<file path="src/design/lcat_pkg.sv">
// Shared constants, register index codes and configuration struct for the
// load-cell auto-tare filter. No dependencies.
`default_nettype none

package lcat_pkg;

  // Field widths
  localparam int unsigned SMP_W  = 24;  // sample and average
  localparam int unsigned CAL_W  = 25;  // average minus tare offset
  localparam int unsigned GRAM_W = 21;
  localparam int unsigned MLB_W  = 22;
  localparam int unsigned THR_W  = 24;
  localparam int unsigned LIM_W  = 16;
  localparam int unsigned SCL_W  = 20;
  localparam int unsigned FRAC_W = 16;  // Q16 scale factors

  // Configuration port
  localparam int unsigned CFG_DW = 24;
  localparam int unsigned CFG_AW = 3;

  // Default window length
  localparam int unsigned WINDOW_DEF = 8;

  // Reset values
  localparam logic [THR_W-1:0] STABLE_THR_RST = 24'd64;
  localparam logic [LIM_W-1:0] STABLE_LIM_RST = 16'd128;
  localparam logic [THR_W-1:0] RANGE_THR_RST  = 24'd256;
  localparam logic [LIM_W-1:0] RANGE_LIM_RST  = 16'd1024;
  localparam logic [SCL_W-1:0] GRAM_SCL_RST   = 20'd3052;
  localparam logic [SCL_W-1:0] MLB_SCL_RST    = 20'd6728;
  localparam logic [LIM_W-1:0] RANGE_CNT_RST  = 16'd1024;

  typedef enum logic [CFG_AW-1:0] {
    CFG_STABLE_THR = 3'd0,
    CFG_STABLE_LIM = 3'd1,
    CFG_RANGE_THR  = 3'd2,
    CFG_RANGE_LIM  = 3'd3,
    CFG_GRAM_SCL   = 3'd4,
    CFG_MLB_SCL    = 3'd5
  } lcat_cfg_idx_e;

  typedef struct packed {
    logic [THR_W-1:0] stable_thr;
    logic [LIM_W-1:0] stable_lim;
    logic [THR_W-1:0] range_thr;
    logic [LIM_W-1:0] range_lim;
    logic [SCL_W-1:0] gram_scl;
    logic [SCL_W-1:0] mlb_scl;
  } lcat_cfg_t;

endpackage

`default_nettype wire

</file>
<file path="src/design/lcat_ring.sv">
// Input register, sample shift line and running window sum.
// Depends on lcat_pkg.
`default_nettype none

module lcat_ring
  import lcat_pkg::*;
#(
  parameter int unsigned WINDOW = WINDOW_DEF,
  localparam int unsigned SUM_W = SMP_W + $clog2(WINDOW)
) (
  input  wire logic                    clk_i,
  input  wire logic                    rst_ni,
  input  wire logic                    valid_i,
  output logic                         stall_o,
  input  wire logic signed [SMP_W-1:0] smp_i,
  output logic                         valid_o,
  input  wire logic                    stall_i,
  output logic signed [SUM_W-1:0]      sum_o
);

  logic                    va_q, vb_q;
  logic                    stall_a, stall_b, load_b;
  logic signed [SMP_W-1:0] smp_q;
  logic signed [SMP_W-1:0] ring_q [WINDOW];
  logic signed [SUM_W-1:0] sum_q, sum_d;

  assign stall_b = vb_q && stall_i;
  assign stall_a = va_q && stall_b;
  assign load_b  = va_q && !stall_b;
  assign stall_o = stall_a;

  // oldest sample leaves at the far end of the line
  assign sum_d = sum_q + SUM_W'(smp_q) - SUM_W'(ring_q[WINDOW-1]);

  always_ff @(posedge clk_i or negedge rst_ni) begin
    if (!rst_ni) begin
      va_q <= 1'b0;
      vb_q <= 1'b0;
    end else begin
      if (!stall_a) begin
        va_q <= valid_i;
      end
      if (!stall_b) begin
        vb_q <= va_q;
      end
    end
  end

  always_ff @(posedge clk_i) begin
    if (valid_i && !stall_a) begin
      smp_q <= smp_i;
    end
  end

  always_ff @(posedge clk_i or negedge rst_ni) begin
    if (!rst_ni) begin
      for (int i = 0; i < WINDOW; i++) begin
        ring_q[i] <= '0;
      end
      sum_q <= '0;
    end else if (load_b) begin
      ring_q[0] <= smp_q;
      for (int i = 1; i < WINDOW; i++) begin
        ring_q[i] <= ring_q[i-1];
      end
      sum_q <= sum_d;
    end
  end

  assign valid_o = vb_q;
  assign sum_o   = sum_q;

endmodule

`default_nettype wire

</file>
<file path="src/design/lcat_avg.sv">
// Floor division of the window sum by WINDOW: a slice for powers of two,
// otherwise an exact reciprocal multiply. Depends on lcat_pkg.
`default_nettype none

module lcat_avg
  import lcat_pkg::*;
#(
  parameter int unsigned WINDOW = WINDOW_DEF,
  localparam int unsigned SUM_W = SMP_W + $clog2(WINDOW)
) (
  input  wire logic                    clk_i,
  input  wire logic                    rst_ni,
  input  wire logic                    valid_i,
  output logic                         stall_o,
  input  wire logic signed [SUM_W-1:0] sum_i,
  output logic                         valid_o,
  input  wire logic                    stall_i,
  output logic signed [SMP_W-1:0]      avg_o
);

  localparam int unsigned LOG_W = $clog2(WINDOW);
  localparam bit          IS_POW2 = ((WINDOW & (WINDOW - 1)) == 0);

  logic v_q;
  logic load;

  assign stall_o = v_q && stall_i;
  assign load    = valid_i && !stall_o;

  always_ff @(posedge clk_i or negedge rst_ni) begin
    if (!rst_ni) begin
      v_q <= 1'b0;
    end else if (!stall_o) begin
      v_q <= valid_i;
    end
  end

  generate
    if (IS_POW2) begin : g_shift
      logic signed [SMP_W-1:0] avg_q;

      always_ff @(posedge clk_i) begin
        if (load) begin
          avg_q <= sum_i[SUM_W-1:LOG_W];
        end
      end

      assign avg_o = avg_q;
    end else begin : g_recip
      // Bias makes the sum non-negative; quotient is then floor(sum/W) + 2^23,
      // so flipping the top bit removes the bias again.
      localparam int unsigned N      = SUM_W;
      localparam int unsigned PROD_W = 2 * N + 1;
      localparam logic [63:0] ONE    = 64'd1;
      localparam logic [63:0] BIAS_F = 64'(WINDOW) << (SMP_W - 1);
      localparam logic [63:0] RCP_F  =
        ((ONE << (N + LOG_W)) + 64'(WINDOW) - ONE) / 64'(WINDOW);
      localparam logic [N-1:0] BIAS  = BIAS_F[N-1:0];
      localparam logic [N:0]   RCP   = RCP_F[N:0];

      logic [N-1:0]      ubias;
      logic [PROD_W-1:0] prod_q;
      logic [SMP_W-1:0]  quo;

      assign ubias = $unsigned(sum_i) + BIAS;

      always_ff @(posedge clk_i) begin
        if (load) begin
          prod_q <= PROD_W'(ubias) * PROD_W'(RCP);
        end
      end

      assign quo   = prod_q[N+LOG_W+SMP_W-1:N+LOG_W];
      assign avg_o = $signed({~quo[SMP_W-1], quo[SMP_W-2:0]});
    end
  endgenerate

  assign valid_o = v_q;

endmodule

`default_nettype wire

</file>
<file path="src/design/lcat_tare.sv">
// Zero tracking: tare subtraction, stability and range counters, offset
// update. Depends on lcat_pkg.
`default_nettype none

module lcat_tare
  import lcat_pkg::*;
(
  input  wire logic                    clk_i,
  input  wire logic                    rst_ni,
  input  wire lcat_cfg_t               cfg_i,
  input  wire logic                    valid_i,
  output logic                         stall_o,
  input  wire logic signed [SMP_W-1:0] avg_i,
  output logic                         valid_o,
  input  wire logic                    stall_i,
  output logic signed [SMP_W-1:0]      avg_o,
  output logic signed [CAL_W-1:0]      cal_o,
  output logic                         stable_o,
  output logic                         tared_o
);

  function automatic logic [LIM_W-1:0] cnt_step(input logic [LIM_W-1:0] cnt,
                                                input logic             hit,
                                                input logic [LIM_W-1:0] lim);
    logic [LIM_W-1:0] res;
    if (!hit) begin
      res = '0;
    end else if (cnt < lim) begin
      res = cnt + 1'b1;
    end else begin
      res = lim;
    end
    return res;
  endfunction

  logic                    v_q, load;
  logic signed [SMP_W-1:0] tare_q, prev_q;
  logic [LIM_W-1:0]        stab_cnt_q, rng_cnt_q;
  logic [LIM_W-1:0]        stab_nxt, rng_nxt;
  logic signed [CAL_W-1:0] cal, dif;
  logic [CAL_W-1:0]        cal_mag, dif_mag;
  logic                    rng_hit, stab_hit, stable_now, tared;

  logic signed [SMP_W-1:0] avg_q;
  logic signed [CAL_W-1:0] cal_q;
  logic                    stable_q, tared_q;

  assign stall_o = v_q && stall_i;
  assign load    = valid_i && !stall_o;

  assign cal     = CAL_W'(avg_i) - CAL_W'(tare_q);
  assign dif     = CAL_W'(avg_i) - CAL_W'(prev_q);
  assign cal_mag = cal[CAL_W-1] ? CAL_W'(-cal) : CAL_W'(cal);
  assign dif_mag = dif[CAL_W-1] ? CAL_W'(-dif) : CAL_W'(dif);

  assign rng_hit  = cal_mag > {1'b0, cfg_i.range_thr};
  assign stab_hit = dif_mag < {1'b0, cfg_i.stable_thr};

  assign rng_nxt    = cnt_step(rng_cnt_q, rng_hit, cfg_i.range_lim);
  assign stab_nxt   = cnt_step(stab_cnt_q, stab_hit, cfg_i.stable_lim);
  assign stable_now = (stab_nxt == cfg_i.stable_lim);
  assign tared      = stable_now && (rng_nxt == cfg_i.range_lim);

  always_ff @(posedge clk_i or negedge rst_ni) begin
    if (!rst_ni) begin
      v_q        <= 1'b0;
      tare_q     <= '0;
      prev_q     <= '0;
      stab_cnt_q <= '0;
      rng_cnt_q  <= RANGE_CNT_RST;
    end else begin
      if (!stall_o) begin
        v_q <= valid_i;
      end
      if (load) begin
        prev_q <= avg_i;
        if (tared) begin
          tare_q     <= avg_i;
          stab_cnt_q <= '0;
          rng_cnt_q  <= '0;
        end else begin
          stab_cnt_q <= stab_nxt;
          rng_cnt_q  <= rng_nxt;
        end
      end
    end
  end

  always_ff @(posedge clk_i) begin
    if (load) begin
      avg_q    <= avg_i;
      cal_q    <= cal;
      stable_q <= stable_now;
      tared_q  <= tared;
    end
  end

  assign valid_o  = v_q;
  assign avg_o    = avg_q;
  assign cal_o    = cal_q;
  assign stable_o = stable_q;
  assign tared_o  = tared_q;

  a_tare_clears: assert property (@(posedge clk_i) disable iff (!rst_ni)
    (load && tared) |=> (stab_cnt_q == '0 && rng_cnt_q == '0))
    else $error("counters not cleared after offset update");

  a_tare_takes_avg: assert property (@(posedge clk_i) disable iff (!rst_ni)
    (load && tared) |=> (tare_q == $past(avg_i)))
    else $error("offset not set to the average");

  a_prev_tracks: assert property (@(posedge clk_i) disable iff (!rst_ni)
    load |=> (prev_q == $past(avg_i)))
    else $error("previous average not updated");

endmodule

`default_nettype wire

</file>
<file path="src/design/lcat_scale.sv">
// Output stage: Q16 scaling to grams and milli-pounds with saturation,
// result register. Depends on lcat_pkg.
`default_nettype none

module lcat_scale
  import lcat_pkg::*;
(
  input  wire logic                    clk_i,
  input  wire logic                    rst_ni,
  input  wire lcat_cfg_t               cfg_i,
  input  wire logic                    valid_i,
  output logic                         stall_o,
  input  wire logic signed [SMP_W-1:0] avg_i,
  input  wire logic signed [CAL_W-1:0] cal_i,
  input  wire logic                    stable_i,
  input  wire logic                    tared_i,
  output logic                         valid_o,
  input  wire logic                    stall_i,
  output logic signed [SMP_W-1:0]      avg_o,
  output logic signed [CAL_W-1:0]      cal_o,
  output logic signed [GRAM_W-1:0]     grams_o,
  output logic signed [MLB_W-1:0]      mlb_o,
  output logic                         stable_o,
  output logic                         tared_o
);

  localparam int unsigned PROD_W = CAL_W + SCL_W + 1;
  localparam int unsigned SH_W   = PROD_W - FRAC_W;

  logic                     v_q, load;
  logic signed [PROD_W-1:0] prod_g, prod_m;
  logic signed [SH_W-1:0]   sh_g, sh_m;
  logic                     ovf_g, ovf_m;
  logic signed [GRAM_W-1:0] grams;
  logic signed [MLB_W-1:0]  mlb;

  logic signed [SMP_W-1:0]  avg_q;
  logic signed [CAL_W-1:0]  cal_q;
  logic signed [GRAM_W-1:0] grams_q;
  logic signed [MLB_W-1:0]  mlb_q;
  logic                     stable_q, tared_q;

  assign stall_o = v_q && stall_i;
  assign load    = valid_i && !stall_o;

  assign prod_g = PROD_W'(cal_i) * PROD_W'($signed({1'b0, cfg_i.gram_scl}));
  assign prod_m = PROD_W'(cal_i) * PROD_W'($signed({1'b0, cfg_i.mlb_scl}));

  // arithmetic shift: floor toward minus infinity
  assign sh_g = prod_g[PROD_W-1:FRAC_W];
  assign sh_m = prod_m[PROD_W-1:FRAC_W];

  assign ovf_g = !((&sh_g[SH_W-1:GRAM_W-1]) || !(|sh_g[SH_W-1:GRAM_W-1]));
  assign ovf_m = !((&sh_m[SH_W-1:MLB_W-1])  || !(|sh_m[SH_W-1:MLB_W-1]));

  always_comb begin
    if (!ovf_g) begin
      grams = sh_g[GRAM_W-1:0];
    end else if (sh_g[SH_W-1]) begin
      grams = $signed({1'b1, {(GRAM_W-1){1'b0}}});
    end else begin
      grams = $signed({1'b0, {(GRAM_W-1){1'b1}}});
    end
    if (!ovf_m) begin
      mlb = sh_m[MLB_W-1:0];
    end else if (sh_m[SH_W-1]) begin
      mlb = $signed({1'b1, {(MLB_W-1){1'b0}}});
    end else begin
      mlb = $signed({1'b0, {(MLB_W-1){1'b1}}});
    end
  end

  always_ff @(posedge clk_i or negedge rst_ni) begin
    if (!rst_ni) begin
      v_q <= 1'b0;
    end else if (!stall_o) begin
      v_q <= valid_i;
    end
  end

  always_ff @(posedge clk_i) begin
    if (load) begin
      avg_q    <= avg_i;
      cal_q    <= cal_i;
      grams_q  <= grams;
      mlb_q    <= mlb;
      stable_q <= stable_i;
      tared_q  <= tared_i;
    end
  end

  assign valid_o  = v_q;
  assign avg_o    = avg_q;
  assign cal_o    = cal_q;
  assign grams_o  = grams_q;
  assign mlb_o    = mlb_q;
  assign stable_o = stable_q;
  assign tared_o  = tared_q;

endmodule

`default_nettype wire

</file>
<file path="src/design/load_cell_auto_tare_filter_top.sv">
// Top level of the load-cell auto-tare filter: configuration registers and
// the five-stage pipeline. Depends on lcat_pkg, lcat_ring, lcat_avg,
// lcat_tare and lcat_scale.
`default_nettype none

// Moving-average filter with automatic zero tracking for a 24-bit load-cell
// converter. Each input transaction carries one signed sample; each produces
// exactly one output transaction, in order. The block takes one transaction
// per clock while no stall holds it. The result passes through five
// registers on the way: input register, window sum, average, zero
// tracking, scaling/output register. The figure of one transaction per clock
// is set by the zero-tracking stage, whose offset and counters are updated
// every cycle a transaction passes; the window sum likewise loops through a
// single register. The window is a shift line of WINDOW samples cleared by
// reset, so no clearing pass is needed. A WINDOW that is a power of two
// divides by slicing; any other value uses an exact reciprocal multiply in
// the average stage. Stalls propagate stage by stage from out_stall_i, so
// empty stages still fill while a result waits. Configuration registers are
// written through cfg_we_i / cfg_idx_i / cfg_wdata_i and should only change
// while no transaction is in flight; unknown indexes are ignored.

module load_cell_auto_tare_filter_top
  import lcat_pkg::*;
#(
  parameter int unsigned WINDOW = WINDOW_DEF
) (
  input  wire logic                     clk_i,
  input  wire logic                     rst_ni,
  // configuration write port
  input  wire logic                     cfg_we_i,
  input  wire logic [CFG_AW-1:0]        cfg_idx_i,
  input  wire logic [CFG_DW-1:0]        cfg_wdata_i,
  // input channel
  input  wire logic                     in_valid_i,
  output logic                          in_stall_o,
  input  wire logic signed [SMP_W-1:0]  in_raw_sample_i,
  // output channel
  output logic                          out_valid_o,
  input  wire logic                     out_stall_i,
  output logic signed [SMP_W-1:0]       out_average_value_o,
  output logic signed [CAL_W-1:0]       out_calibrated_value_o,
  output logic signed [GRAM_W-1:0]      out_weight_grams_o,
  output logic signed [MLB_W-1:0]       out_weight_millipounds_o,
  output logic                          out_is_stable_o,
  output logic                          out_tare_updated_o
);

  localparam int unsigned SUM_W = SMP_W + $clog2(WINDOW);

  lcat_cfg_t cfg_q;

  // stage interconnect
  logic                    sum_valid, sum_stall;
  logic signed [SUM_W-1:0] sum;
  logic                    avg_valid, avg_stall;
  logic signed [SMP_W-1:0] avg;
  logic                    trk_valid, trk_stall;
  logic signed [SMP_W-1:0] trk_avg;
  logic signed [CAL_W-1:0] trk_cal;
  logic                    trk_stable, trk_tared;

  // Configuration registers
  always_ff @(posedge clk_i or negedge rst_ni) begin
    if (!rst_ni) begin
      cfg_q.stable_thr <= STABLE_THR_RST;
      cfg_q.stable_lim <= STABLE_LIM_RST;
      cfg_q.range_thr  <= RANGE_THR_RST;
      cfg_q.range_lim  <= RANGE_LIM_RST;
      cfg_q.gram_scl   <= GRAM_SCL_RST;
      cfg_q.mlb_scl    <= MLB_SCL_RST;
    end else if (cfg_we_i) begin
      unique case (lcat_cfg_idx_e'(cfg_idx_i))
        CFG_STABLE_THR: cfg_q.stable_thr <= cfg_wdata_i[THR_W-1:0];
        CFG_STABLE_LIM: cfg_q.stable_lim <= cfg_wdata_i[LIM_W-1:0];
        CFG_RANGE_THR:  cfg_q.range_thr  <= cfg_wdata_i[THR_W-1:0];
        CFG_RANGE_LIM:  cfg_q.range_lim  <= cfg_wdata_i[LIM_W-1:0];
        CFG_GRAM_SCL:   cfg_q.gram_scl   <= cfg_wdata_i[SCL_W-1:0];
        CFG_MLB_SCL:    cfg_q.mlb_scl    <= cfg_wdata_i[SCL_W-1:0];
        default: begin
        end
      endcase
    end
  end

  // Input register + window sum (two stages)
  lcat_ring #(
    .WINDOW (WINDOW)
  ) u_ring (
    .clk_i   (clk_i),
    .rst_ni  (rst_ni),
    .valid_i (in_valid_i),
    .stall_o (in_stall_o),
    .smp_i   (in_raw_sample_i),
    .valid_o (sum_valid),
    .stall_i (sum_stall),
    .sum_o   (sum)
  );

  // Floor average
  lcat_avg #(
    .WINDOW (WINDOW)
  ) u_avg (
    .clk_i   (clk_i),
    .rst_ni  (rst_ni),
    .valid_i (sum_valid),
    .stall_o (sum_stall),
    .sum_i   (sum),
    .valid_o (avg_valid),
    .stall_i (avg_stall),
    .avg_o   (avg)
  );

  // Zero tracking; holds offset, previous average and both counters
  lcat_tare u_tare (
    .clk_i    (clk_i),
    .rst_ni   (rst_ni),
    .cfg_i    (cfg_q),
    .valid_i  (avg_valid),
    .stall_o  (avg_stall),
    .avg_i    (avg),
    .valid_o  (trk_valid),
    .stall_i  (trk_stall),
    .avg_o    (trk_avg),
    .cal_o    (trk_cal),
    .stable_o (trk_stable),
    .tared_o  (trk_tared)
  );

  // Unit scaling and result register
  lcat_scale u_scale (
    .clk_i    (clk_i),
    .rst_ni   (rst_ni),
    .cfg_i    (cfg_q),
    .valid_i  (trk_valid),
    .stall_o  (trk_stall),
    .avg_i    (trk_avg),
    .cal_i    (trk_cal),
    .stable_i (trk_stable),
    .tared_i  (trk_tared),
    .valid_o  (out_valid_o),
    .stall_i  (out_stall_i),
    .avg_o    (out_average_value_o),
    .cal_o    (out_calibrated_value_o),
    .grams_o  (out_weight_grams_o),
    .mlb_o    (out_weight_millipounds_o),
    .stable_o (out_is_stable_o),
    .tared_o  (out_tare_updated_o)
  );

  // A tare update is only possible on a stable transaction
  a_tare_needs_stable: assert property (@(posedge clk_i) disable iff (!rst_ni)
    (out_valid_o && out_tare_updated_o) |-> out_is_stable_o)
    else $error("tare update without stability");

  // Back-pressure only ever originates at the output register
  a_stall_source: assert property (@(posedge clk_i) disable iff (!rst_ni)
    in_stall_o |-> (out_valid_o && out_stall_i))
    else $error("input stalled with output free");

  a_cfg_write: assert property (@(posedge clk_i) disable iff (!rst_ni)
    (cfg_we_i && cfg_idx_i == CFG_STABLE_LIM)
      |=> (cfg_q.stable_lim == $past(cfg_wdata_i[LIM_W-1:0])))
    else $error("stable limit write lost");

endmodule

`default_nettype wire

</file>
<file path="config.mk">
export PLATFORM = sky130hd
export DESIGN_NAME = load_cell_auto_tare_filter_top
export DESIGN_NICKNAME = d
export VERILOG_FILES = /design/src/design/lcat_pkg.sv /design/src/design/lcat_ring.sv /design/src/design/lcat_avg.sv /design/src/design/lcat_tare.sv /design/src/design/lcat_scale.sv /design/src/design/load_cell_auto_tare_filter_top.sv
export SDC_FILE = /design/constraint.sdc
export NUM_CORES = 2
export LEC_CHECK = 0
export ABC_AREA = 1
export BUFFER_PORTS_ARGS = -buffer_cell sky130_fd_sc_hd__buf_4
export CAP_MARGIN = 25
export CORE_UTILIZATION = 55
export CTS_BUF_LIST = sky130_fd_sc_hd__clkbuf_4 sky130_fd_sc_hd__clkbuf_8 sky130_fd_sc_hd__clkbuf_16
export DETAILED_ROUTE_END_ITERATION = 16
export PLACE_DENSITY = 0.71
export SKIP_LAST_GASP = 1
export SLEW_MARGIN = 10
export SYNTH_ARGS = -nofsm -noshare
export SYNTH_HDL_FRONTEND = slang
export SYNTH_HIERARCHICAL = 1
export SYNTH_SLANG_ARGS = --single-unit
export TNS_END_PERCENT = 20
</file>
<file path="constraint.sdc">
create_clock -name clk_i -period 9.9 [get_ports clk_i]
set_input_delay 0.99 -clock clk_i [delete_from_list [all_inputs] [get_ports clk_i]]
set_output_delay 0.99 -clock clk_i [all_outputs]
set_load 0.05 [all_outputs]
</file>
; ---- Yosys cells after proc, flatten, opt, wreduce, memory -nomap -nowiden
; Index checks and enable logic that the tools add are counted.
[totals]
input_bits = 56
ff_bits = 617
out_inout_bits = 96
wordCells = 101
[classes]
addsub = 8
n_eq_ne = 7
reduce_logical = 32
muxes = 12
magnitude_cmp = 4
n_mul = 2
[ops]
columns = cell, count
row1 = 16-bit two-way mux, 6
row2 = 25-bit by 21-bit multiplier with 46-bit output, 2
row3 = 25-bit two-way mux, 2
row4 = 25-bit negator, 2
row5 = 24-bit by 24-bit subtractor with 25-bit output, 2
row6 = 22-bit two-way mux, 2
row7 = 21-bit two-way mux, 2
row8 = 16-bit by 1-bit adder with 16-bit output (second input constant), 2
row9 = 16-bit equality test, 2
row10 = 16-bit less-than comparator, 2
row11 = 27-bit by 24-bit adder with 27-bit output, 1
row12 = 27-bit by 24-bit subtractor with 27-bit output, 1
row13 = 25-bit by 24-bit > comparator with 1-bit output, 1
row14 = 25-bit by 24-bit less-than comparator with 1-bit output, 1
row15 = 2-bit AND reduction, 7
row16 = 1-bit logical AND, 11
row17 = 10-bit AND reduction, 1
row18 = 10-bit OR reduction, 1
row19 = 9-bit AND reduction, 1
row20 = 9-bit OR reduction, 1
row21 = 1-bit logical NOT, 7
row22 = 3-bit by 2-bit equality test with 1-bit output (second input constant), 2
row23 = 3-bit equality test (second input constant), 2
row24 = 3-bit by 1-bit equality test with 1-bit output (second input constant), 1
row25 = other kinds (2), 3

; ---- Logic depth before layout (Yosys ltp)
[depth]
word_depth = 8
depth_mapped = 43
mapped_depth_nobuf = 42

; ---- Cells and area by module
; Netlist, hierarchy kept.
[by_module_without_submodules]
columns = module, n_inst, cells_per_inst, seq_area_each_um2, area_per_inst_um2
row1 = lcat_scale, 1, 5515, 2847.7, 42766.0
row2 = lcat_tare, 1, 2082, 3559.7, 13380.3
row3 = lcat_ring, 1, 1390, 6251.0, 11693.7
row4 = load_cell_auto_tare_filter_top, 1, 531, 3024.2, 4723.3
row5 = lcat_avg, 1, 30, 745.7, 765.7

; ---- Worst setup path after synthesis
; OpenSTA, ideal clock, no wires.
[synth_path]
path_type = register to register
start = register cfg_q[25] (netlist bit)
end = register u_scale.grams_q[0] (netlist: u_scale/grams_o[0]), data pin
required_ns = 9.647
setup_ns = 0.253
path_stages_with_launch = 29
period_less_slack_ns = 7.058
arrival_time_ns = 6.805
n_path_buf = 3
slack_ns = 2.842
cell_sequence = dfstp_2 clkbuf_1 clkbuf_1 nand2_1 fa_1 fa_1 inv_1 fa_1 inv_1 fa_1 inv_1 fa_1 inv_1 fa_1 fa_1 inv_1 ha_1 a21oi_1 o21ai_0 o21bai_1 a21oi_1 nand3_1 nand2_1 nand2_1 nor2_2 nand3_2 nand3_1 buf_4 nand2_1
[synth_via]
elab_chain_cells = 5
word_cells_on_any_way = 7
classes_between = mul: 1 / mux: 2 / reduce/logical: 4
[synth_lines]
columns = element, line
row1 = "start, declared", load_cell_auto_tare_filter_top.sv:50  ; lcat_cfg_t cfg_q;
row2 = 25-bit by 21-bit multiplier with 46-bit output *, lcat_scale.sv:46  ; assign prod_g = PROD_W'(cal_i) * PROD_W'($signed({1'b0, cfg_i.gram_scl}));
row3 = 10-bit OR reduction, lcat_scale.sv:53  ; assign ovf_g = !((&sh_g[SH_W-1:GRAM_W-1]) || !(|sh_g[SH_W-1:GRAM_W-1]));
row4 = 1-bit logical NOT, lcat_scale.sv:53
row5 = 1-bit logical OR, lcat_scale.sv:53
row6 = 21-bit two-way mux *, lcat_scale.sv:57  ; if (!ovf_g) begin
row7 = net u_scale.grams[0], lcat_scale.sv:34  ; logic signed [GRAM_W-1:0] grams;
row8 = "end signal, assigned", lcat_scale.sv:85  ; grams_q <= grams;
row9 = "end, declared", lcat_scale.sv:39  ; logic signed [GRAM_W-1:0] grams_q;
; Mark *: on every way through the listed nets, which the timed path passes. The rest lies on a longest branch.
; A chain may end at the register's enable or synchronous reset.

; ---- Final worst setup path
[layout_path]
start = register u_tare.cal_q[24] (netlist: u_tare/cal_o[24])
end = register u_scale.mlb_q[6] (netlist: u_scale/mlb_o[6]), data pin
[layout_via]
elab_chain_cells = 5
word_cells_on_any_way = 7
classes_between = mul: 1 / mux: 2 / reduce/logical: 4
[layout_lines]
columns = element, line
row1 = "start, declared", lcat_tare.sv:45  ; logic signed [CAL_W-1:0] cal_q;
row2 = "start signal, assigned", lcat_tare.sv:92  ; cal_q <= cal;
row3 = 25-bit by 21-bit multiplier with 46-bit output *, lcat_scale.sv:47  ; assign prod_m = PROD_W'(cal_i) * PROD_W'($signed({1'b0, cfg_i.mlb_scl}));
row4 = 9-bit OR reduction, lcat_scale.sv:54  ; assign ovf_m = !((&sh_m[SH_W-1:MLB_W-1]) || !(|sh_m[SH_W-1:MLB_W-1]));
row5 = 1-bit logical NOT, lcat_scale.sv:54
row6 = 1-bit logical OR, lcat_scale.sv:54
row7 = 22-bit two-way mux *, lcat_scale.sv:64  ; if (!ovf_m) begin
row8 = net u_scale.mlb[6], lcat_scale.sv:35  ; logic signed [MLB_W-1:0] mlb;
row9 = "end signal, assigned", lcat_scale.sv:86  ; mlb_q <= mlb;
row10 = "end, declared", lcat_scale.sv:40  ; logic signed [MLB_W-1:0] mlb_q;
; Marked as above.

==> summary.txt <==
Run status
  – Status: finished clean

Synthesis
  – Distinct cells, synth: 52
  – EDFF count, synth: 193
  – Post-Syn Area per Cell: 7.68 um2
  – Yosys Warn Count: 6
  – Most common flop cell mapped by yosys: dfrtp_1
  – #FFs+latches synth: 617
  – Post-synth ARST share: 0.687
  – Seq/Total Area, Yosys: 0.224
  – Post-Syn Area: 0.0733 mm2
  – Mapped Nets: 11040
  – Synthesized instance count: 9548

Timing
  – Final setup violation count: 0
  – Max-slew headroom: 0.277
  – Final Max Slew Viols: 0
  – Hold Vio Cnt, Final: 0
  – Fin crit share: 0.858
  – Setup_tns: 0 ns
  – Final clock skew: 0.0513 ns
  – RSZ-0062 raised after global routing: false
  – Max Fclk: 0.118 GHz
  – Worst Max-Slew Pin Slew: 1.08 ns
  – Final min period: 8.49 ns

Cells and area
  – Area taken by multi-input logic gates: 0.0462 mm2
  – Layout cells sized above 1: 0.0544
  – # fillers: 11983
  – Most frequent cells in the layout: 3047 x nand2_1, 2450 x inv_1, 1044 x fa_1
  – Commonest non-fill, non-tap cell in the layout: nand2_1
  – Net count, final: 11013
  – Synth-to-layout area growth: 7.28%
  – FF+latch area: 0.0164 mm2

Routing
  – DRT Pass-1 Iters: 8
  – DRC Markers: 0
  – Routed vias: 58751
  – Initial DRC Count: 4795
  – Via density: 5.18
  – Remaining antenna violation count: 0
  – WL final: 200000 um
  – Wire per inst: 17.7 um

Critical path
  – Worst Path Arrival: 8.93 ns
  – Buffers & Inverters on Critical Path: 4
  – Reg2Reg Setup Slack: 1.41 ns
  – Cell at the slowest stage of the critical path: edfxtp_1
  – Element type at the critical path end: register
  – Max stage delay on crit path: 1.02 ns
  – Crit Path Class: register to register
  – Critical Path Most Common Cell: fa_1
  – Worst EP required: 10.34 ns
  – Crit path max-delay family: adder cells
  – Worst Path Max Fanout: 21
  – Worst setup SP type: register
  – Crit path cell chain: buf_4, nand2_1, fa_1, inv_1, fa_1, inv_1, fa_1, inv_1, fa_1, fa_1, fa_1, fa_1, ha_1, nand2_1, nor2_1, nand2_1, nor2_1, nand3_1, nand4_1, nand2_1, nor2_1, nand4_1, nand2_2, nand2_1

Clock tree
  – Hold buffer count at cts: 0
  – Post-CTS Setup Inserts: 0
  – CTS tree: done
  – Skew-Pair Late Insertion Delay: 0.70 ns
  – H-tree levels: 3
  – CTS root buf: clkbuf_16
  – Max Buffers Root-to-Sink: 3
  – Post_cts resized: 0
  – Clk slew on worst S/H paths: 0.07 ns
  – CTS buffer count: 72
  – Clock Sinks: 617

Placement
  – Hpwl dp: 157000 um
  – GP Congestion: 0.940
  – Port Buf Inserts: 151

Floorplan
  – Die ar.: 0.135 mm2
  – Starting Density: 0.556
  – Core Area: 0.132 mm2
  – Die W: 367 um
  – Num rows: 133
  – Ports: 152
  – Die Y: 367 um

GRT
  – First-pass GRT wire length: 324000 um
  – Antenna violations before repair: 0
  – Vias in the first global route: 60841
  – Largest net degree at the start of global routing: 153
  – GRT overflow: 0
  – Gr usage total: 0.304

Flow run
  – Max-Cap Viols: 0

Min path
  – Hold/Removal Path Class: input pin to asynchronous set/reset pin
area by class of cell:
| class | count | share of cell area |
|---|---|---|
| Antenna cell | 1 | 0.0000318 |
| Inverter | 2475 | 0.118 |
| Sequential cell | 617 | 0.209 |
| Multi-Input combinational cell | 6111 | 0.587 |
| Clock buffer | 91 | 0.0258 |
| Timing Repair Buffer | 244 | 0.0250 |
| Tap cell | 1755 | 0.0279 |
| Clock inverter | 42 | 0.00748 |
through the flow:
stage                     cells  area (um2)   util  hold WS, ns  worst slack, ns
after CTS                 11330       78600  0.596        0.346             1.35
after floorplan            9548       73300      -        0.400             2.84
after global routing      11335       78700  0.597        0.372            0.764
after global placement    11195       75900  0.576        0.402             1.63
final                     11336       78700  0.597        0.320             1.41
after detailed placement  11197       75900  0.576        0.405             1.41
synth_stat cells, types with 6 or more instances:
cell / n / share of area
nand2_1: 3048 / 0.16
inv_1: 2451 / 0.13
fa_1: 1044 / 0.29
dfrtp_1: 406 / 0.14
ha_1: 392 / 0.067
nand3_1: 344 / 0.023
o21ai_0: 308 / 0.021
nor2_1: 303 / 0.016
clkbuf_1: 263 / 0.013
a21oi_1: 196 / 0.013
edfxtp_1: 193 / 0.079
nand4_1: 100 / 0.0085
xor2_1: 87 / 0.010
buf_2: 54 / 0.0037
xnor2_1: 52 / 0.0062
nand2_2: 33 / 0.0028
nor3_1: 31 / 0.0021
nor2_2: 30 / 0.0026
inv_2: 24 / 0.0012
o21ai_1: 24 / 0.0016
o21bai_1: 22 / 0.0023
dfstp_2: 18 / 0.0064
nand3_2: 14 / 0.0019
buf_4: 13 / 0.0013
buf_6: 10 / 0.0015
and2_1: 8 / 0.00068
nor4_1: 8 / 0.00068
nand3b_1: 7 / 0.00072
nor3_2: 6 / 0.00082
o31ai_1: 6 / 0.00061
cells by family after synthesis:
group | after synthesis | synth area share
AND/OR/NAND/NOR | 3947 | 0.218
buffers and inverters | 2820 | 0.147
adder cells (fa/ha/maj) | 1436 | 0.352
flip-flops | 617 | 0.224
AO/OA/AOI/OAI | 587 | 0.0421
XOR/XNOR | 141 | 0.0170
flip-flops by register name, indices dropped and copies added (netlist names), 16 cells and up:
register / count
cfg_q: 120
u_avg/avg_o: 24
u_ring/ring_q: 192
u_ring/smp_q: 24
u_ring/sum_o: 27
u_scale/avg_o: 24
u_scale/cal_o: 25
u_scale/grams_o: 21
u_scale/mlb_o: 22
u_tare/avg_o: 24
u_tare/cal_o: 25
u_tare/prev_q: 24
u_tare/rng_cnt_q: 16
u_tare/stab_cnt_q: 16
u_tare/tare_q: 24
metal layers:
layer / vias to the layer above / routed length, um / track usage
met5: - / 0 / 0
met4: 0 / 7230 / 0.106
met3: 455 / 11900 / 0.0407
met2: 1894 / 97000 / 0.517
met1: 28598 / 84000 / 0.398
li1: 27804 / - / -
path summary, 6_finish.rpt:
path                                                          to                        from  depth (start not counted)
worst max register to register        u_scale/mlb_o[6]$_DFFE_PP_  u_tare/cal_o[24]$_DFFE_PP_                         24
worst min register to register       u_scale/avg_o[19]$_DFFE_PP_  u_tare/avg_o[19]$_DFFE_PP_                          0
worst max-delay path                  u_scale/mlb_o[6]$_DFFE_PP_  u_tare/cal_o[24]$_DFFE_PP_                         24
min in group clk_i                   u_scale/avg_o[19]$_DFFE_PP_  u_tare/avg_o[19]$_DFFE_PP_                          0
max in group asynchronous       u_tare/stab_cnt_q[3]$_DFFE_PN0P_                      rst_ni                          4
worst min-delay path               u_tare/prev_q[17]$_DFFE_PN0P_                      rst_ni                          1
Power is not shown: default switching activity piles up to over one toggle a cycle in this logic, so the estimate is an artifact.
